File: src/design/uart8n1_pkg.sv
// ----------------------------------------------------------------------------
// UART 8N1 receiver package
// Shared types and constants for the receiver core and top level.
// ----------------------------------------------------------------------------
`default_nettype none

package uart8n1_pkg;

    localparam int DATA_BITS_DEF         = 8;
    localparam int RECOVER_HALF_BITS_DEF = 20;

    localparam int BIT_TICKS_W   = 16;
    localparam int TICK_COUNT_W  = 17;
    localparam int BIT_INDEX_W   = 4;
    localparam int RECOVER_W     = 5;
    localparam int BYTE_W        = 8;

    localparam logic [BIT_TICKS_W-1:0] BIT_TICKS_RESET = 16'd104;

    typedef enum logic [1:0] {
        PH_IDLE    = 2'd0,
        PH_DATA    = 2'd1,
        PH_STOP    = 2'd2,
        PH_RECOVER = 2'd3
    } rx_phase_t;

    typedef struct packed {
        logic              frame_dropped;
        logic [BYTE_W-1:0] rx_byte;
        logic              byte_valid;
    } rx_result_t;

endpackage

`default_nettype wire

File: src/design/uart_8n1_receiver.sv
// ----------------------------------------------------------------------------
// UART 8N1 receiver
// Oversampled asynchronous serial receiver, one line sample per beat.
// ----------------------------------------------------------------------------
// Usage:
//   s_ channel: one receive-line sample per beat in s_tdata[0] (1 = mark).
//   m_ channel: exactly one result beat per sample beat, in order.
//     m_tdata holds the received byte (zero unless byte_valid is set),
//     m_tuser[0] is byte_valid, m_tuser[1] is frame_dropped.
//   cfg_we/cfg_wdata write bit_ticks, the number of samples per bit; write
//   it only while the line is idle and no results are outstanding.
// Path: a sample beat is first held in the sample register, and its result
// is loaded into the result register when the result side can advance.
// Throughput: one sample per cycle unless m_tready stalls the output; the frame
// step is a single pass of counter and shift logic between the two registers.
// Reset: bit_ticks returns to 104, the frame tracker goes idle and both
// stages are emptied.
// Stall: with m_tready low the result and sample registers fill and then
// s_tready drops; no sample or result is lost.
// ----------------------------------------------------------------------------
`default_nettype none

module uart_8n1_receiver #(
    parameter int DATA_BITS         = uart8n1_pkg::DATA_BITS_DEF,
    parameter int RECOVER_HALF_BITS = uart8n1_pkg::RECOVER_HALF_BITS_DEF
) (
    input  wire logic                                aclk,
    input  wire logic                                aresetn,
    input  wire logic                                cfg_we,
    input  wire logic [uart8n1_pkg::BIT_TICKS_W-1:0] cfg_wdata,
    input  wire logic                                s_tvalid,
    output logic                                     s_tready,
    input  wire logic [7:0]                          s_tdata,  // [0] rx_line, [7:1] zero
    output logic                                     m_tvalid,
    input  wire logic                                m_tready,
    output logic [uart8n1_pkg::BYTE_W-1:0]           m_tdata,  // [7:0] rx_byte
    output logic [1:0]                               m_tuser   // byte_valid, frame_dropped
);

    logic [uart8n1_pkg::BIT_TICKS_W-1:0] bit_ticks_reg;
    logic                                m_valid_reg;
    uart8n1_pkg::rx_result_t             result_reg;
    uart8n1_pkg::rx_result_t             step_result;
    logic                                advance;
    logic                                line_valid;
    logic                                line;
    logic                                step_en;

    assign advance = !m_valid_reg || m_tready;
    assign step_en = advance && line_valid;

    always_ff @(posedge aclk) begin
        if (!aresetn) begin
            bit_ticks_reg <= uart8n1_pkg::BIT_TICKS_RESET;
        end else if (cfg_we) begin
            bit_ticks_reg <= cfg_wdata;
        end
    end

    uart8n1_in_stage u_in (
        .aclk       (aclk),
        .aresetn    (aresetn),
        .s_tvalid   (s_tvalid),
        .s_tready   (s_tready),
        .s_line     (s_tdata[0]),
        .advance    (advance),
        .line_valid (line_valid),
        .line       (line)
    );

    uart8n1_core #(
        .DATA_BITS         (DATA_BITS),
        .RECOVER_HALF_BITS (RECOVER_HALF_BITS)
    ) u_core (
        .aclk      (aclk),
        .aresetn   (aresetn),
        .step_en   (step_en),
        .line      (line),
        .bit_ticks (bit_ticks_reg),
        .result    (step_result)
    );

    always_ff @(posedge aclk) begin
        if (!aresetn) begin
            m_valid_reg <= 1'b0;
        end else if (advance) begin
            m_valid_reg <= line_valid;
        end
    end

    always_ff @(posedge aclk) begin
        if (step_en) begin
            result_reg <= step_result;
        end
    end

    assign m_tvalid   = m_valid_reg;
    assign m_tdata    = result_reg.rx_byte;
    assign m_tuser[0] = result_reg.byte_valid;
    assign m_tuser[1] = result_reg.frame_dropped;

    a_flags_exclusive : assert property (@(posedge aclk) disable iff (!aresetn)
        m_tvalid |-> !(m_tuser[0] && m_tuser[1]))
        else $error("byte_valid and frame_dropped both set");

    a_byte_zero : assert property (@(posedge aclk) disable iff (!aresetn)
        (m_tvalid && !m_tuser[0]) |-> (m_tdata == '0))
        else $error("rx_byte nonzero without byte_valid");

    a_step_to_out : assert property (@(posedge aclk) disable iff (!aresetn)
        step_en |=> m_valid_reg)
        else $error("stepped sample produced no result");

    a_full_stall : assert property (@(posedge aclk) disable iff (!aresetn)
        (line_valid && m_valid_reg && !m_tready) |-> !s_tready)
        else $error("sample accepted while both stages are held");

endmodule

`default_nettype wire

File: src/design/uart8n1_core.sv
// ----------------------------------------------------------------------------
// UART 8N1 receiver core
// Frame state and one-sample step: start detect, data sampling, stop check
// and line recovery after a framing error.
// ----------------------------------------------------------------------------
`default_nettype none

module uart8n1_core #(
    parameter int DATA_BITS         = uart8n1_pkg::DATA_BITS_DEF,
    parameter int RECOVER_HALF_BITS = uart8n1_pkg::RECOVER_HALF_BITS_DEF
) (
    input  wire logic                                aclk,
    input  wire logic                                aresetn,
    input  wire logic                                step_en,
    input  wire logic                                line,
    input  wire logic [uart8n1_pkg::BIT_TICKS_W-1:0] bit_ticks,
    output uart8n1_pkg::rx_result_t                  result
);

    localparam int TW = uart8n1_pkg::TICK_COUNT_W;
    localparam int IW = uart8n1_pkg::BIT_INDEX_W;
    localparam int RW = uart8n1_pkg::RECOVER_W;
    localparam int BW = uart8n1_pkg::BYTE_W;

    localparam logic [IW-1:0] DataBitsN   = IW'(DATA_BITS);
    localparam logic [RW-1:0] RecoverHalf = RW'(RECOVER_HALF_BITS);

    uart8n1_pkg::rx_phase_t phase_reg, phase_next;
    logic [TW-1:0]          tick_reg, tick_next;
    logic [IW-1:0]          index_reg, index_next;
    logic [BW-1:0]          shift_reg, shift_next;
    logic [RW-1:0]          recover_reg, recover_next;

    logic [TW-1:0] tick_dec;
    logic [TW-1:0] full_wait;
    logic [TW-1:0] half_wait;
    logic [TW-1:0] first_wait;
    logic [TW-1:0] first_sum;

    always_comb begin
        first_sum  = {1'b0, bit_ticks} + {2'b00, bit_ticks[uart8n1_pkg::BIT_TICKS_W-1:1]};
        first_wait = (first_sum == '0) ? TW'(1) : first_sum;
        full_wait  = (bit_ticks == '0) ? TW'(1) : {1'b0, bit_ticks};
        half_wait  = (bit_ticks[uart8n1_pkg::BIT_TICKS_W-1:1] == '0) ? TW'(1)
                   : {2'b00, bit_ticks[uart8n1_pkg::BIT_TICKS_W-1:1]};
        tick_dec   = tick_reg - TW'(1);
    end

    always_comb begin
        phase_next    = phase_reg;
        tick_next     = tick_reg;
        index_next    = index_reg;
        shift_next    = shift_reg;
        recover_next  = recover_reg;
        result        = '0;
        case (phase_reg)
            uart8n1_pkg::PH_IDLE: begin
                if (!line) begin
                    phase_next = uart8n1_pkg::PH_DATA;
                    tick_next  = first_wait;
                    index_next = '0;
                    shift_next = '0;
                end
            end
            uart8n1_pkg::PH_DATA: begin
                tick_next = tick_dec;
                if (tick_dec == '0) begin
                    if (line && (index_reg < IW'(BW))) begin
                        shift_next[index_reg[2:0]] = 1'b1;
                    end
                    index_next = index_reg + IW'(1);
                    tick_next  = full_wait;
                    if (index_next >= DataBitsN) begin
                        phase_next = uart8n1_pkg::PH_STOP;
                    end
                end
            end
            uart8n1_pkg::PH_STOP: begin
                tick_next = tick_dec;
                if (tick_dec == '0) begin
                    if (line) begin
                        result.byte_valid = 1'b1;
                        result.rx_byte    = shift_reg;
                        phase_next        = uart8n1_pkg::PH_IDLE;
                    end else begin
                        result.frame_dropped = 1'b1;
                        phase_next           = uart8n1_pkg::PH_RECOVER;
                        recover_next         = RW'(1);
                        tick_next            = half_wait;
                    end
                end
            end
            default: begin
                tick_next = tick_dec;
                if (tick_dec == '0) begin
                    if ((recover_reg >= RecoverHalf) || line) begin
                        phase_next   = uart8n1_pkg::PH_IDLE;
                        recover_next = '0;
                    end else begin
                        recover_next = recover_reg + RW'(1);
                        tick_next    = half_wait;
                    end
                end
            end
        endcase
    end

    always_ff @(posedge aclk) begin
        if (!aresetn) begin
            phase_reg   <= uart8n1_pkg::PH_IDLE;
            tick_reg    <= '0;
            index_reg   <= '0;
            shift_reg   <= '0;
            recover_reg <= '0;
        end else if (step_en) begin
            phase_reg   <= phase_next;
            tick_reg    <= tick_next;
            index_reg   <= index_next;
            shift_reg   <= shift_next;
            recover_reg <= recover_next;
        end
    end

endmodule

`default_nettype wire

File: src/design/uart8_n1_receiver_placeholder.sv
// ----------------------------------------------------------------------------
// UART 8N1 receiver sample register
// Input beat register with ready backpressure from the result side.
// ----------------------------------------------------------------------------
`default_nettype none

module uart8n1_in_stage (
    input  wire logic aclk,
    input  wire logic aresetn,
    input  wire logic s_tvalid,
    output logic      s_tready,
    input  wire logic s_line,
    input  wire logic advance,
    output logic      line_valid,
    output logic      line
);

    logic valid_reg;
    logic line_reg;

    assign s_tready   = !valid_reg || advance;
    assign line_valid = valid_reg;
    assign line       = line_reg;

    always_ff @(posedge aclk) begin
        if (!aresetn) begin
            valid_reg <= 1'b0;
        end else if (s_tready) begin
            valid_reg <= s_tvalid;
        end
    end

    always_ff @(posedge aclk) begin
        if (s_tready && s_tvalid) begin
            line_reg <= s_line;
        end
    end

endmodule

`default_nettype wire
File: config.mk
export PLATFORM = sky130hd
export DESIGN_NAME = uart_8n1_receiver
export DESIGN_NICKNAME = d
export VERILOG_FILES = /design/src/design/uart8n1_pkg.sv /design/src/design/uart_8n1_receiver.sv /design/src/design/uart8n1_core.sv /design/src/design/uart8_n1_receiver_placeholder.sv
export SDC_FILE = /design/constraint.sdc
export NUM_CORES = 1
export LEC_CHECK = 0
export ABC_AREA = 1
export BUFFER_PORTS_ARGS = -buffer_cell sky130_fd_sc_hd__buf_2
export CAP_MARGIN = 40
export CORE_UTILIZATION = 26
export CTS_BUF_LIST = sky130_fd_sc_hd__clkbuf_2 sky130_fd_sc_hd__clkbuf_4 sky130_fd_sc_hd__clkbuf_8
export CTS_CLUSTER_SIZE = 16
export DETAILED_ROUTE_END_ITERATION = 10
export SLEW_MARGIN = 20
export SYNTH_ARGS = -nofsm -noshare
export SYNTH_HDL_FRONTEND = slang
export SYNTH_SLANG_ARGS = --single-unit
File: constraint.sdc
create_clock -name aclk -period 6.3 [get_ports aclk]
set_input_delay 0 -clock aclk [delete_from_list [all_inputs] [get_ports aclk]]
set_output_delay 0 -clock aclk [all_outputs]
set_load 0.02 [all_outputs]
==> flow_summary.toml <==
[worst_setup_path]
slowest_delay_ns = 0.53
startpoint = "u_core.tick_reg[0]"
crit_path_frequent_cell = "nor2_1"
r2r_setup_slack_ns = 2.87
cp-endpoint = "u_core.tick_reg[6]"
cp_slowest_cell = "dfxtp_1"
crit_arrival_ns = 3.69
required_ns = 6.56
rr_worst_depth = 14
critPathBufInv = 1
rr_startpoint = "u_core.tick_reg[0]"
startpoint_type = "flop"
critical-path-top-delay-family = "simple AND/OR/NAND/NOR gates"
r2r_end = "u_core.tick_reg[6]"
cp.depth = 14
path_cells = "inv_2, ha_1, xnor2_1, nand4_1, nor2_1, nand2_1, nor2_1, nand3_2, nand2_2, o21ai_0, nand2_1, nand3_1, nor2_1, nor2_1"
end_kind = "flop"
path_max_fanout = 22
crit_type = "reg2reg"

[detailed_routing]
wl_mm = 17.25
post_drt_wl_per_cell_um = 13.31
antenna_left = 0
vias = 6179
drt_iter0_drc = 343
avgViaCountPerCell = 4.768
first_pass_iters = 5
drcViolationCount = 0

[pwr]
p_per_area_nw_per_um2 = 197.2
irDropWorstVdd_v = 0.00008716
seqPwrFrac_pct = 35.7
p_leak_nw = 3.054
combPwrFrac_pct = 38.5
power_frac_clock_pct = 25.8
power.switching_mw = 0.5493
switching_share_pct = 42.13
internal_power_mw = 0.7546

[logic_synthesis]
synth_cell_types = 33
synth-adder-area-share_pct = 8.459
ys_dominant_reg_cell = "dfxtp_1"
ys_top_cells_by_area = "dfxtp_1, nand2_1, ha_1, inv_1, o21ai_0"
synth_commonest_cells = "nand2_1, inv_1, nor2_1"
synth_top_area_share_pct = 18.93
synth.area.mux_share_pct = 0
synth_area_per_cell_um2 = 5.910
synth-edff-count = 11
async_reset_ff_share_pct = 0
synth_xor_area_share_pct = 1.227
postSynthCellCount = 966
ys_ff_latch = 65
yosys_warnings = 0
yosysMostFrequentCell = "nand2_1"
synth_fp_nets = 1033
synth_top_family_by_area = "simple AND/OR/NAND/NOR gates"
synth_compound_gate_area_share_pct = 15.01
synth-simple-area-share_pct = 39.75
synth_area_um2 = 5709
yosysSeqAreaShare_pct = 24.72
yosys.area.top_type = "dfxtp_1"

[final_layout]
largest_reg_flops = 17
multi_input_area_um2 = 3680
antenna_cells = 0
regArea_um2 = 1411
drive_above_1_share_pct = 8.815
final_nets = 1083
area_growth_pct = 15.80
fillCellCount = 2364

[timing]
hold_viol_final = 0
period_share_pct = 54.42
worst_slew_pin_slew_ns = 0.6832
fin_ws_ns = 2.872
fin_skew_ns = 0.01530
rsz0062_at_grt = "no"
clock.fmax_mhz = 291.7
setup_viol = 0
relSlewSlack_pct = 54.30
tns_ns = 0
finalCriticalPeriod_ns = 3.428
slew_viol_final = 0

[clocking]
path_clk_slew_ns = 0.09
cts_tree = "yes"
cts.sinks = 65
htree_levels = 3
numCtsBuffers = 9
clockRootBuffer = "clkbuf_8"
clock_latency_ns = 0.38
cts_max_path_buffers = 2

[floorplanning]
num_rows = 53
io_pins = 41
start_util_pct = 26.82
dieArea_um2 = 22560
die_x_um = 150.2
core-area_um2 = 21290
die_h_um = 150.2

[place]
dp_hpwl_mm = 12.83
place_ws_ns = 2.903
gp_congestion = 0.8812
port_buffers = 33

[run_status]
status = "complete, no violations"

[hold_path]
min_path_type = "in2reg"
hold_start = "aresetn"

[grt]
grt_start_max_net_pins = 37
grt_pass1_wl_mm = 28.42
antenna_found_initial = 0
track_usage_pct = 16.04
grt_pass1_vias = 5676
gr-total-overflow = 0

[job]
maxCapViolations = 0
[kinds of logic (layout without fill, tap and decap cells)]
logic type	Yosys count	in the layout
adders and majority gates	38	38
AOI/OAI and AO/OA	166	166
and+or+nand+nor	528	528
DFF	65	65
buffers and inverters	161	216
xor gates and xnor gates	8	8
[how the worst min path moves through the flow]
stage | slack [ns] | depth (start not counted) | end
after floorplan | 0.1 | 0 | u_in.line
after global placement | 0.18 | 1 | u_in.line
after detailed placement | 0.18 | 1 | u_in.line
after CTS | 0.16 | 4 | bit_ticks_reg[10]
after global routing | 0.20 | 4 | bit_ticks_reg[10]
final | 0.17 | 4 | bit_ticks_reg[10]
[timing repair]
action / 4_1_cts / 5_1_grt
hold buffers: 26 / 0
gates resized for setup: 0 / 0
hold endpoints to repair: 20 / 0
setup buffers: 0 / 0
[area by class of cell]
cell class                 instances  area share (%)
tap                              275           5.204
clock inverter                     6          0.6813
timing repair buffer              69           7.684
inverter                         131           7.438
multi-input combinational        740           55.66
clock buffer                      10           1.987
sequential                        65           21.35
[worst register-to-register path: stages (launching register included)]
cell and delay [ns]:
dfxtp_1 0.53, inv_2 0.12, ha_1 0.31, xnor2_1 0.39, nand4_1 0.20, nor2_1 0.23
nand2_1 0.07, nor2_1 0.12, nand3_2 0.47, nand2_2 0.39, o21ai_0 0.13, nand2_1 0.07
nand3_1 0.08, nor2_1 0.16, nor2_1 0.05
[power by group through the flow]
| stage | Combinational [mW] | Sequential, mW | Clock (mW) |
|---|---|---|---|
| 2_1_floorplan | 0.361 | 0.470 | 0 |
| 3_3_place_gp | 0.478 | 0.475 | 0 |
| 3_5_place_dp | 0.480 | 0.475 | 0 |
| 4_1_cts | 0.495 | 0.465 | 0.344 |
| 5_1_grt | 0.569 | 0.469 | 0.365 |
| 6_report | 0.502 | 0.466 | 0.336 |
[metrics by stage]
stage	cells	hold slack (ns)	total power [mW]	instance area [um2]	utilization [%]
final	1296	0.1660	1.304	6611	31.06
after global routing	1296	0.2002	1.402	6611	31.06
after CTS	1295	0.1604	1.304	6596	30.99
after detailed placement	1253	0.1811	0.9551	6160	28.94
after global placement	1253	0.1830	0.9525	6160	28.94
after floorplan	966	0.09887	0.8302	5709	-
[cells in the final DEF (no fill, tap or decap)]
master         Yosys  layout
edfxtp_1          11      11
ha_1              37      37
o21ai_2            1       1
clkinv_4           0       2
inv_2              9       9
a21oi_2            1       1
o21ai_1           14      14
clkbuf_8           0       9
clkinvlp_4         0       3
or2_2              3       3
nor2_1           100     100
xor2_1             4       4
nand2_2            7       7
nor2_2             6       6
dfxtp_1           54      54
clkbuf_4           0       1
nand3_1           70      70
nand2_1          283     283
fa_1               1       1
inv_1            120     120
buf_2              5      33
and2_1             1       1
nand3_2            1       1
nor3b_1            1       1
xnor2_1            4       4
o21ai_0           76      76
nor3_2             1       1
dlygate4sd3_1      0      26
clkinv_1           2       2
nand4_1           39      39
nand3b_1           7       7
clkinv_2           0       1
buf_8              0       1
nor2_4             1       1
buf_4              0       9
nor3_1             8       8
o21ai_4            1       1
a211oi_1           3       3
a21oi_1           70      70
[routing by layer]
layer / share of wire, % / routed length (um) / track usage, % / vias to the layer above
met5: 0 / 0 / 0 / -
met4: 2.7 / 459 / 5.758 / 0
met3: 5.5 / 942 / 3.061 / 27
met2: 45 / 7788 / 25.86 / 165
met1: 47 / 8056 / 21.19 / 2753
li1: - / - / - / 3234
Power figures use the tool's default switching activity.
